## src/sv/bsp_pkg.sv

```systemverilog
`default_nettype none

package bsp_pkg;

    // Width of the transaction, input, output and script length counters.
    localparam int CNT_W = 32;

    // Largest count or length that the counters hold; larger varints saturate here.
    localparam logic [63:0] COUNT_MAX = 64'({CNT_W{1'b1}});

    // Varint prefixes for two, four and eight following bytes.
    localparam logic [7:0] VARINT_P16 = 8'd253;
    localparam logic [7:0] VARINT_P32 = 8'd254;
    localparam logic [7:0] VARINT_P64 = 8'd255;

    // Field kinds, in block-file order.
    localparam logic [4:0] K_MAGIC   = 5'd0;
    localparam logic [4:0] K_SIZE    = 5'd1;
    localparam logic [4:0] K_VERSION = 5'd2;
    localparam logic [4:0] K_PREVBLK = 5'd3;
    localparam logic [4:0] K_MERKLE  = 5'd4;
    localparam logic [4:0] K_TIME    = 5'd5;
    localparam logic [4:0] K_BITS    = 5'd6;
    localparam logic [4:0] K_NONCE   = 5'd7;
    localparam logic [4:0] K_TXCNT   = 5'd8;
    localparam logic [4:0] K_TXVER   = 5'd9;
    localparam logic [4:0] K_INCNT   = 5'd10;
    localparam logic [4:0] K_PREVTX  = 5'd11;
    localparam logic [4:0] K_OUTIDX  = 5'd12;
    localparam logic [4:0] K_ISLEN   = 5'd13;
    localparam logic [4:0] K_ISCRIPT = 5'd14;
    localparam logic [4:0] K_SEQ     = 5'd15;
    localparam logic [4:0] K_OUTCNT  = 5'd16;
    localparam logic [4:0] K_VALUE   = 5'd17;
    localparam logic [4:0] K_OSLEN   = 5'd18;
    localparam logic [4:0] K_OSCRIPT = 5'd19;
    localparam logic [4:0] K_LOCK    = 5'd20;

    // Parser state carried from one byte to the next.
    typedef struct packed {
        logic [4:0]       phase;
        logic             vphase;
        logic [CNT_W-1:0] left;
        logic [31:0]      pos;
        logic [63:0]      acc;
        logic [CNT_W-1:0] tx_left;
        logic [31:0]      tx_idx;
        logic [CNT_W-1:0] ent_left;
        logic [31:0]      ent_idx;
    } parse_state_t;

    // Tags attached to one byte.
    typedef struct packed {
        logic [4:0]  field_kind;
        logic [7:0]  byte_echo;
        logic [31:0] byte_in_field;
        logic        field_end;
        logic [63:0] field_value;
        logic [31:0] tx_number;
        logic [31:0] entry_number;
        logic        block_end;
        logic        count_overflow;
    } parse_result_t;

    // State at reset and at the start of every block.
    localparam parse_state_t START_STATE = '{
        phase:    K_MAGIC,
        vphase:   1'b0,
        left:     CNT_W'(4),
        pos:      32'd0,
        acc:      64'd0,
        tx_left:  '0,
        tx_idx:   32'd0,
        ent_left: '0,
        ent_idx:  32'd0
    };

    function automatic logic is_varint(logic [4:0] kind);
        return kind inside {K_TXCNT, K_INCNT, K_ISLEN, K_OUTCNT, K_OSLEN};
    endfunction

    function automatic logic is_opaque(logic [4:0] kind);
        return kind inside {K_PREVBLK, K_MERKLE, K_PREVTX, K_ISCRIPT, K_OSCRIPT};
    endfunction

endpackage

`default_nettype wire

```

## src/sv/bsp_step.sv

```systemverilog
`default_nettype none

module bsp_step
    import bsp_pkg::*;
(
    input  wire parse_state_t  st,
    input  wire logic [7:0]    data_byte,
    output parse_state_t       nxt,
    output parse_result_t      res
);

    logic [4:0]       kind;
    logic             varint;
    logic             opaque;
    logic [31:0]      idx;
    logic             lane_ok;
    logic [63:0]      acc_upd;
    logic             end_flag;
    logic [63:0]      value;
    logic             sat_hi;
    logic [CNT_W-1:0] cnt;
    logic             ovf;
    logic             bend;
    parse_state_t     s1;

    // Starts a new field of the given kind and length.
    function automatic parse_state_t begin_field(parse_state_t s, logic [4:0] k,
                                                 logic [CNT_W-1:0] len);
        parse_state_t r;
        r        = s;
        r.phase  = k;
        r.left   = len;
        r.pos    = 32'd0;
        r.acc    = 64'd0;
        r.vphase = 1'b0;
        return r;
    endfunction

    // Steps to the next output, or to the lock time after the last one.
    function automatic parse_state_t next_output(parse_state_t s);
        parse_state_t r;
        r          = s;
        r.ent_left = s.ent_left - CNT_W'(1);
        if (s.ent_left == CNT_W'(1)) begin
            r.ent_idx = 32'd0;
            r         = begin_field(r, K_LOCK, CNT_W'(4));
        end else begin
            r.ent_idx = s.ent_idx + 32'd1;
            r         = begin_field(r, K_VALUE, CNT_W'(8));
        end
        return r;
    endfunction

    // Byte lane merge for little-endian numeric fields.
    always_comb begin
        kind    = (st.phase > K_LOCK) ? K_LOCK : st.phase;
        varint  = is_varint(kind);
        opaque  = is_opaque(kind);
        idx     = st.pos - {31'd0, varint};
        lane_ok = !opaque && (idx[31:3] == 29'd0);
        for (int i = 0; i < 8; i++) begin
            acc_upd[8*i +: 8] = (lane_ok && idx[2:0] == 3'(i)) ? data_byte
                                                                : st.acc[8*i +: 8];
        end
    end

    // Byte consumption, field transitions and the result tags.
    always_comb begin
        s1       = st;
        s1.phase = kind;
        end_flag = 1'b0;

        if (varint && !st.vphase) begin
            // First byte of a varint: either the value itself or a length prefix.
            if (data_byte < VARINT_P16) begin
                s1.acc   = {56'd0, data_byte};
                end_flag = 1'b1;
            end else begin
                s1.vphase = 1'b1;
                s1.acc    = 64'd0;
                case (data_byte)
                    VARINT_P16: s1.left = CNT_W'(2);
                    VARINT_P32: s1.left = CNT_W'(4);
                    default:    s1.left = CNT_W'(8);
                endcase
            end
        end else begin
            s1.acc = acc_upd;
            if (st.left <= CNT_W'(1)) begin
                s1.left  = '0;
                end_flag = 1'b1;
            end else begin
                s1.left = st.left - CNT_W'(1);
            end
        end

        value  = (end_flag && !opaque) ? s1.acc : 64'd0;
        sat_hi = value > COUNT_MAX;
        cnt    = sat_hi ? COUNT_MAX[CNT_W-1:0] : value[CNT_W-1:0];
        ovf    = 1'b0;
        bend   = 1'b0;
        nxt    = s1;

        if (!end_flag) begin
            nxt.pos = st.pos + 32'd1;
        end else begin
            unique case (kind)
                K_MAGIC:   nxt = begin_field(s1, K_SIZE, CNT_W'(4));
                K_SIZE:    nxt = begin_field(s1, K_VERSION, CNT_W'(4));
                K_VERSION: nxt = begin_field(s1, K_PREVBLK, CNT_W'(32));
                K_PREVBLK: nxt = begin_field(s1, K_MERKLE, CNT_W'(32));
                K_MERKLE:  nxt = begin_field(s1, K_TIME, CNT_W'(4));
                K_TIME:    nxt = begin_field(s1, K_BITS, CNT_W'(4));
                K_BITS:    nxt = begin_field(s1, K_NONCE, CNT_W'(4));
                K_NONCE:   nxt = begin_field(s1, K_TXCNT, CNT_W'(1));
                K_TXCNT: begin
                    ovf = sat_hi;
                    if (cnt == '0) begin
                        nxt  = START_STATE;
                        bend = 1'b1;
                    end else begin
                        s1.tx_left = cnt;
                        s1.tx_idx  = 32'd0;
                        s1.ent_idx = 32'd0;
                        nxt        = begin_field(s1, K_TXVER, CNT_W'(4));
                    end
                end
                K_TXVER:   nxt = begin_field(s1, K_INCNT, CNT_W'(1));
                K_INCNT: begin
                    ovf         = sat_hi;
                    s1.ent_idx  = 32'd0;
                    s1.ent_left = cnt;
                    if (cnt == '0) begin
                        nxt = begin_field(s1, K_OUTCNT, CNT_W'(1));
                    end else begin
                        nxt = begin_field(s1, K_PREVTX, CNT_W'(32));
                    end
                end
                K_PREVTX:  nxt = begin_field(s1, K_OUTIDX, CNT_W'(4));
                K_OUTIDX:  nxt = begin_field(s1, K_ISLEN, CNT_W'(1));
                K_ISLEN: begin
                    ovf = sat_hi;
                    if (cnt == '0) begin
                        nxt = begin_field(s1, K_SEQ, CNT_W'(4));
                    end else begin
                        nxt = begin_field(s1, K_ISCRIPT, cnt);
                    end
                end
                K_ISCRIPT: nxt = begin_field(s1, K_SEQ, CNT_W'(4));
                K_SEQ: begin
                    s1.ent_left = st.ent_left - CNT_W'(1);
                    if (st.ent_left == CNT_W'(1)) begin
                        s1.ent_idx = 32'd0;
                        nxt        = begin_field(s1, K_OUTCNT, CNT_W'(1));
                    end else begin
                        s1.ent_idx = st.ent_idx + 32'd1;
                        nxt        = begin_field(s1, K_PREVTX, CNT_W'(32));
                    end
                end
                K_OUTCNT: begin
                    ovf         = sat_hi;
                    s1.ent_idx  = 32'd0;
                    s1.ent_left = cnt;
                    if (cnt == '0) begin
                        nxt = begin_field(s1, K_LOCK, CNT_W'(4));
                    end else begin
                        nxt = begin_field(s1, K_VALUE, CNT_W'(8));
                    end
                end
                K_VALUE:   nxt = begin_field(s1, K_OSLEN, CNT_W'(1));
                K_OSLEN: begin
                    ovf = sat_hi;
                    if (cnt == '0) begin
                        nxt = next_output(s1);
                    end else begin
                        nxt = begin_field(s1, K_OSCRIPT, cnt);
                    end
                end
                K_OSCRIPT: nxt = next_output(s1);
                default: begin
                    // Lock time closes the transaction.
                    s1.tx_left = st.tx_left - CNT_W'(1);
                    if (st.tx_left == CNT_W'(1)) begin
                        nxt  = START_STATE;
                        bend = 1'b1;
                    end else begin
                        s1.tx_idx  = st.tx_idx + 32'd1;
                        s1.ent_idx = 32'd0;
                        nxt        = begin_field(s1, K_TXVER, CNT_W'(4));
                    end
                end
            endcase
        end

        res.field_kind     = kind;
        res.byte_echo      = data_byte;
        res.byte_in_field  = st.pos;
        res.field_end      = end_flag;
        res.field_value    = value;
        res.tx_number      = st.tx_idx;
        res.entry_number   = st.ent_idx;
        res.block_end      = bend;
        res.count_overflow = ovf;
    end

endmodule

`default_nettype wire

```

## src/sv/blockchain_block_stream_parser_unit.sv

```systemverilog
`default_nettype none

// Channel   Direction  Ports                                  Content
// s_        in         s_valid, s_ready, s_data_byte          one raw byte of the block file
// m_        out        m_valid, m_ready, m_field_kind ...     that byte with its field tags
//
// One byte per clock is sustained while m_ready stays high; an accepted byte passes through
// the input register, then the result register written by the field decoder, to m_valid.
// The parse state advances in the same cycle the result is registered, so the
// field decoder is the single step that sets the rate.
// Reset (aresetn low, synchronous) empties both registers and restarts at the magic field.
// When m_ready is low the result holds and one more byte can wait in the input register.

module blockchain_block_stream_parser_unit
    import bsp_pkg::*;
(
    input  wire logic        aclk,
    input  wire logic        aresetn,
    input  wire logic        s_valid,
    output logic             s_ready,
    input  wire logic [7:0]  s_data_byte,
    output logic             m_valid,
    input  wire logic        m_ready,
    output logic [4:0]       m_field_kind,
    output logic [7:0]       m_byte_echo,
    output logic [31:0]      m_byte_in_field,
    output logic             m_field_end,
    output logic [63:0]      m_field_value,
    output logic [31:0]      m_tx_number,
    output logic [31:0]      m_entry_number,
    output logic             m_block_end,
    output logic             m_count_overflow
);

    logic          in_valid_reg;
    logic [7:0]    in_byte_reg;
    logic          out_valid_reg;
    parse_result_t result_reg;
    parse_state_t  state_reg;
    parse_state_t  state_next;
    parse_result_t result_next;
    logic          load_ok;
    logic          fire;

    // The result register can take a new transaction when empty or being drained.
    assign load_ok = !out_valid_reg || m_ready;
    assign fire    = in_valid_reg && load_ok;
    assign s_ready = !in_valid_reg || load_ok;

    bsp_step u_step (
        .st        (state_reg),
        .data_byte (in_byte_reg),
        .nxt       (state_next),
        .res       (result_next)
    );

    // Input register.
    always_ff @(posedge aclk) begin
        if (!aresetn) begin
            in_valid_reg <= 1'b0;
        end else if (s_valid && s_ready) begin
            in_valid_reg <= 1'b1;
        end else if (fire) begin
            in_valid_reg <= 1'b0;
        end
    end

    always_ff @(posedge aclk) begin
        if (s_valid && s_ready) begin
            in_byte_reg <= s_data_byte;
        end
    end

    // Parse state advances once per byte handed to the result register.
    always_ff @(posedge aclk) begin
        if (!aresetn) begin
            state_reg <= START_STATE;
        end else if (fire) begin
            state_reg <= state_next;
        end
    end

    // Result register.
    always_ff @(posedge aclk) begin
        if (!aresetn) begin
            out_valid_reg <= 1'b0;
        end else if (fire) begin
            out_valid_reg <= 1'b1;
        end else if (m_ready) begin
            out_valid_reg <= 1'b0;
        end
    end

    always_ff @(posedge aclk) begin
        if (fire) begin
            result_reg <= result_next;
        end
    end

    assign m_valid          = out_valid_reg;
    assign m_field_kind     = result_reg.field_kind;
    assign m_byte_echo      = result_reg.byte_echo;
    assign m_byte_in_field  = result_reg.byte_in_field;
    assign m_field_end      = result_reg.field_end;
    assign m_field_value    = result_reg.field_value;
    assign m_tx_number      = result_reg.tx_number;
    assign m_entry_number   = result_reg.entry_number;
    assign m_block_end      = result_reg.block_end;
    assign m_count_overflow = result_reg.count_overflow;

endmodule

`default_nettype wire

```

## config.mk

```make
export PLATFORM = sky130hd
export DESIGN_NAME = blockchain_block_stream_parser_unit
export DESIGN_NICKNAME = d
export VERILOG_FILES = /design/src/sv/bsp_pkg.sv /design/src/sv/bsp_step.sv /design/src/sv/blockchain_block_stream_parser_unit.sv
export SDC_FILE = /design/constraint.sdc
export NUM_CORES = 1
export LEC_CHECK = 0
export BUFFER_PORTS_ARGS = -buffer_cell sky130_fd_sc_hd__clkbuf_2
export CAP_MARGIN = 15
export CORE_UTILIZATION = 52
export CTS_BUF_LIST = sky130_fd_sc_hd__clkbuf_4
export DETAILED_ROUTE_END_ITERATION = 16
export GPL_TIMING_DRIVEN = 0
export PLACE_DENSITY = 0.79
export SLEW_MARGIN = 10
export SYNTH_ARGS = -nofsm -noshare
export SYNTH_HDL_FRONTEND = slang
export SYNTH_SLANG_ARGS = --single-unit
```

## constraint.sdc

```tcl
create_clock -name aclk -period 6.8 [get_ports aclk]
set_input_delay 0.34 -clock aclk [delete_from_list [all_inputs] [get_ports aclk]]
set_output_delay 0.34 -clock aclk [all_outputs]
set_load 0.005 [all_outputs]
```

==> results.py <==
metrics = {
    "run_status": {
        "status": "completed",
    },
    "finish": {
        "drive_above_1_share_pct": 19.3,
        "final_cell_mix": "nor2_1, dfxtp_1, nand2_1",
        "fillCellCount": 3372,
        "multi_input_comb_area_mm2": 0.0100,
        "layout_commonest_cell": "nor2_1",
        "largest_register_ffs": 262,
        "final_area_mm2": 0.0252,
        "syn2layout_area_growth_pct": 18.5,
        "nets": 2680,
        "regArea_mm2": 0.0108,
    },
    "routing": {
        "detail_route.iter0.violations": 2717,
        "vias": 20634,
        "drc": 0,
        "wirelength_um": 68900,
        "vias_per_cell": 6.29,
        "ant_nets": 0,
        "wl_per_cell_um": 21.0,
        "first_pass_iters": 6,
    },
    "grt": {
        "antenna_found_initial": 3,
        "grt_pass1_vias": 19233,
        "track_usage_pct": 32.6,
        "overflow": 0,
        "grt_max_degree": 58,
        "grt_pass1_wl_um": 106000,
    },
    "setup_path": {
        "r2r_cells": 23,
        "r2r-end": "state_reg[48]",
        "crit_type": "reg -> reg",
        "path_delay_family": "simple AND/OR/NAND/NOR gates",
        "cp.arrival_ps": 7320,
        "cp_max_fo": 10,
        "start_kind": "flip-flop",
        "path_buf_inv": 4,
        "rr_startpoint": "state_reg[260]",
        "cp_cell_sequence": "buf_4 -> or3b_4 -> nor2_4 -> nor2_1 -> inv_1 -> ha_2 -> ha_2 -> or4b_4 -> or4_4 -> or4b_1 -> o311a_1 -> nor3_4 -> o211ai_4 -> buf_4 -> nor3_4 -> mux2_2 -> or4_4 -> and2_1 -> a21o_2 -> o21ai_4 -> clkbuf_4 -> o21ai_0 -> a22o_1",
        "slowest_delay_ps": 520,
        "endpoint_kind": "flip-flop",
        "required_ps": 7490,
        "rrSetupSlack_ps": 170,
        "slowest_stage": "or4_4",
    },
    "logic_synthesis": {
        "synth_top_area_share_pct": 26.0,
        "synth_cell_types": 87,
        "synth_area_per_cell_um2": 9.17,
        "yosys_warnings": 0,
        "syn-cell-area_mm2": 0.0213,
        "syn_nets": 2345,
        "synthCells": 2321,
        "synthArstFlopShare_pct": 0,
        "synth-main-ff-cell": "dfxtp_1",
        "ys_top_cells_by_area": "edfxtp_1, dfxtp_1, nor2_1, o21ai_0, nand2_1",
        "synth_top_cell_by_area": "edfxtp_1",
        "synth_edf_count": 184,
        "ys_seq_elements": 448,
        "synth_seq_area_share_pct": 50.8,
    },
    "timing": {
        "finalHoldViolations": 0,
        "worstMarginPinSlew_ps": 1200,
        "fmax_mhz": 151,
        "fin_worst_skew_ps": 99.2,
        "setup_viol": 0,
        "slew_headroom_pct": 19.1,
        "rsz0062_at_grt": "no",
        "finalWorstSetupSlack_ps": 175,
        "finalMaxSlewViolations": 0,
        "finalCriticalPeriod_ps": 6630,
        "fin_crit_sh_pct": 97.4,
    },
    "floorplan": {
        "start_util_pct": 53.2,
        "fp.dieH_um": 204,
        "ios": 190,
        "dieArea_mm2": 0.0417,
        "die_width_um": 204,
        "core_region_area_mm2": 0.0400,
        "rows": 73,
    },
    "min_path": {
        "min_path_cells": 4,
        "hold_start": "aresetn",
        "min-delay-path-class": "in -> reg",
        "min_to": "state_reg[10]",
    },
    "clocking": {
        "insertion_delay_ps": 890,
        "clock-root-buffer": "clkbuf_4",
        "cts_tree": "built",
        "cts_made_buffers": 111,
        "clockBufferDepth": 3,
        "cts_max_level": 3,
        "clock-sinks": 448,
        "clkTransAtPathRegs_ps": 70,
    },
    "place": {
        "dp_slack_ps": -1100,
        "port_buffers": 189,
        "place_hpwl_um": 47500,
        "place_congestion": 0.967,
        "placed_area_mm2": 0.0230,
    },
    "pwr": {
        "peakVddDrop_mv": 0.291,
        "p_leak_nw": 9.29,
        "powerDensity_mw_per_mm2": 256,
    },
    "job": {
        "cap_violations": 0,
    },
}
-- per-stage QoR --
step	instances	setup TNS (ps)	utilization (%)	hold WS (ps)	total power, mW
2_1_floorplan	2321	0	-	403	3.58
3_3_place_gp	3035	-492540	57.2	412	3.88
3_5_place_dp	3042	-125950	57.5	412	3.88
4_1_cts	3273	0	62.4	69.1	6.38
5_1_grt	3281	0	63.0	122	6.69
6_report	3283	0	63.0	133	6.45
-- where the power goes --
| part | switching (mW) | internal (mW) | total, mW |
|---|---|---|---|
| Combinational | 0.728 | 0.354 | 1.08 |
| Sequential | 0.0444 | 2.87 | 2.91 |
| Clock | 1.17 | 1.28 | 2.45 |
-- layout make-up --
class / instances / share of cell area, %
sequential: 448 / 42.9
buffer: 146 / 2.72
multi-input combinational: 1683 / 39.7
inverter: 41 / 0.610
tap: 525 / 2.60
antenna: 3 / 0.0298
clock inverter: 54 / 1.47
clock buffer: 158 / 4.70
timing repair buffer: 225 / 5.27
-- per-layer routing --
| layer | part of all wire [%] | GRT usage, % | up-vias | routed length (um) |
|---|---|---|---|---|
| met5 | 0 | 0 | - | 0 |
| met2 | 44 | 49.5 | 1360 | 30700 |
| met1 | 40 | 43.3 | 9720 | 27400 |
| met4 | 4.7 | 16.6 | 0 | 3260 |
| met3 | 11 | 7.57 | 246 | 7640 |
| li1 | - | - | 9308 | - |
-- worst reg2reg max path: cells and delay by family (launching register included) --
family / cells / cell delay (ps)
mux: 1 / 360
buf+inv: 4 / 710
fa+ha+maj: 2 / 380
compound gates: 6 / 1260
flops: 1 / 360
simple gates: 10 / 3360
-- logic make-up after synthesis --
group | synth area share (%)
XOR/XNOR | 3.50
AO/OA/AOI/OAI | 18.5
adder cells (fa/ha/maj) | 0.706
AND/OR/NAND/NOR | 20.6
buffers and inverters | 3.56
multiplexers | 2.33
flip-flops | 50.8
-- worst max-delay path by stage --
stage / from / end / slack (ps) / depth (start not counted)
after floorplan: m_valid / m_block_end / 270 / 5
after global placement: m_ready / state_reg[243] / -2170 / 8
after detailed placement: state_reg[260] / state_reg[252] / -1100 / 21
after CTS: state_reg[260] / state_reg[240] / 10 / 24
after global routing: state_reg[260] / state_reg[110] / 0.6 / 24
final: state_reg[260] / state_reg[48] / 170 / 23
-- Yosys cell counts, types with 12 or more instances --
| master | number |
|---|---|
| or4_1 | 12 |
| nor3_1 | 69 |
| a221oi_1 | 12 |
| a31oi_1 | 23 |
| nor2_1 | 335 |
| xor2_1 | 50 |
| mux2i_1 | 44 |
| xnor2_1 | 35 |
| o21ai_0 | 174 |
| a21oi_1 | 130 |
| edfxtp_1 | 184 |
| nand2b_1 | 13 |
| nand2_1 | 212 |
| a21o_1 | 12 |
| o2bb2ai_1 | 13 |
| a22oi_1 | 84 |
| o22ai_1 | 22 |
| nand4_1 | 21 |
| nor4_1 | 59 |
| ha_1 | 12 |
| nand3_1 | 67 |
| buf_2 | 14 |
| and3_1 | 46 |
| a22o_1 | 13 |
| dfxtp_1 | 264 |
| inv_1 | 40 |
| o21ai_1 | 13 |
| a211oi_1 | 13 |
| or3_1 | 24 |
| clkbuf_1 | 128 |
| and2_1 | 15 |
-- timing repair --
item,in CTS,in global routing
pin swaps,4,8
setup endpoints to repair,167,165
hold buffers,11,0
endpoints found under the hold margin,18,0
cloned,0,3
resized for setup,84,72
buffers inserted,10,5
(Power assumes the default switching activity.)
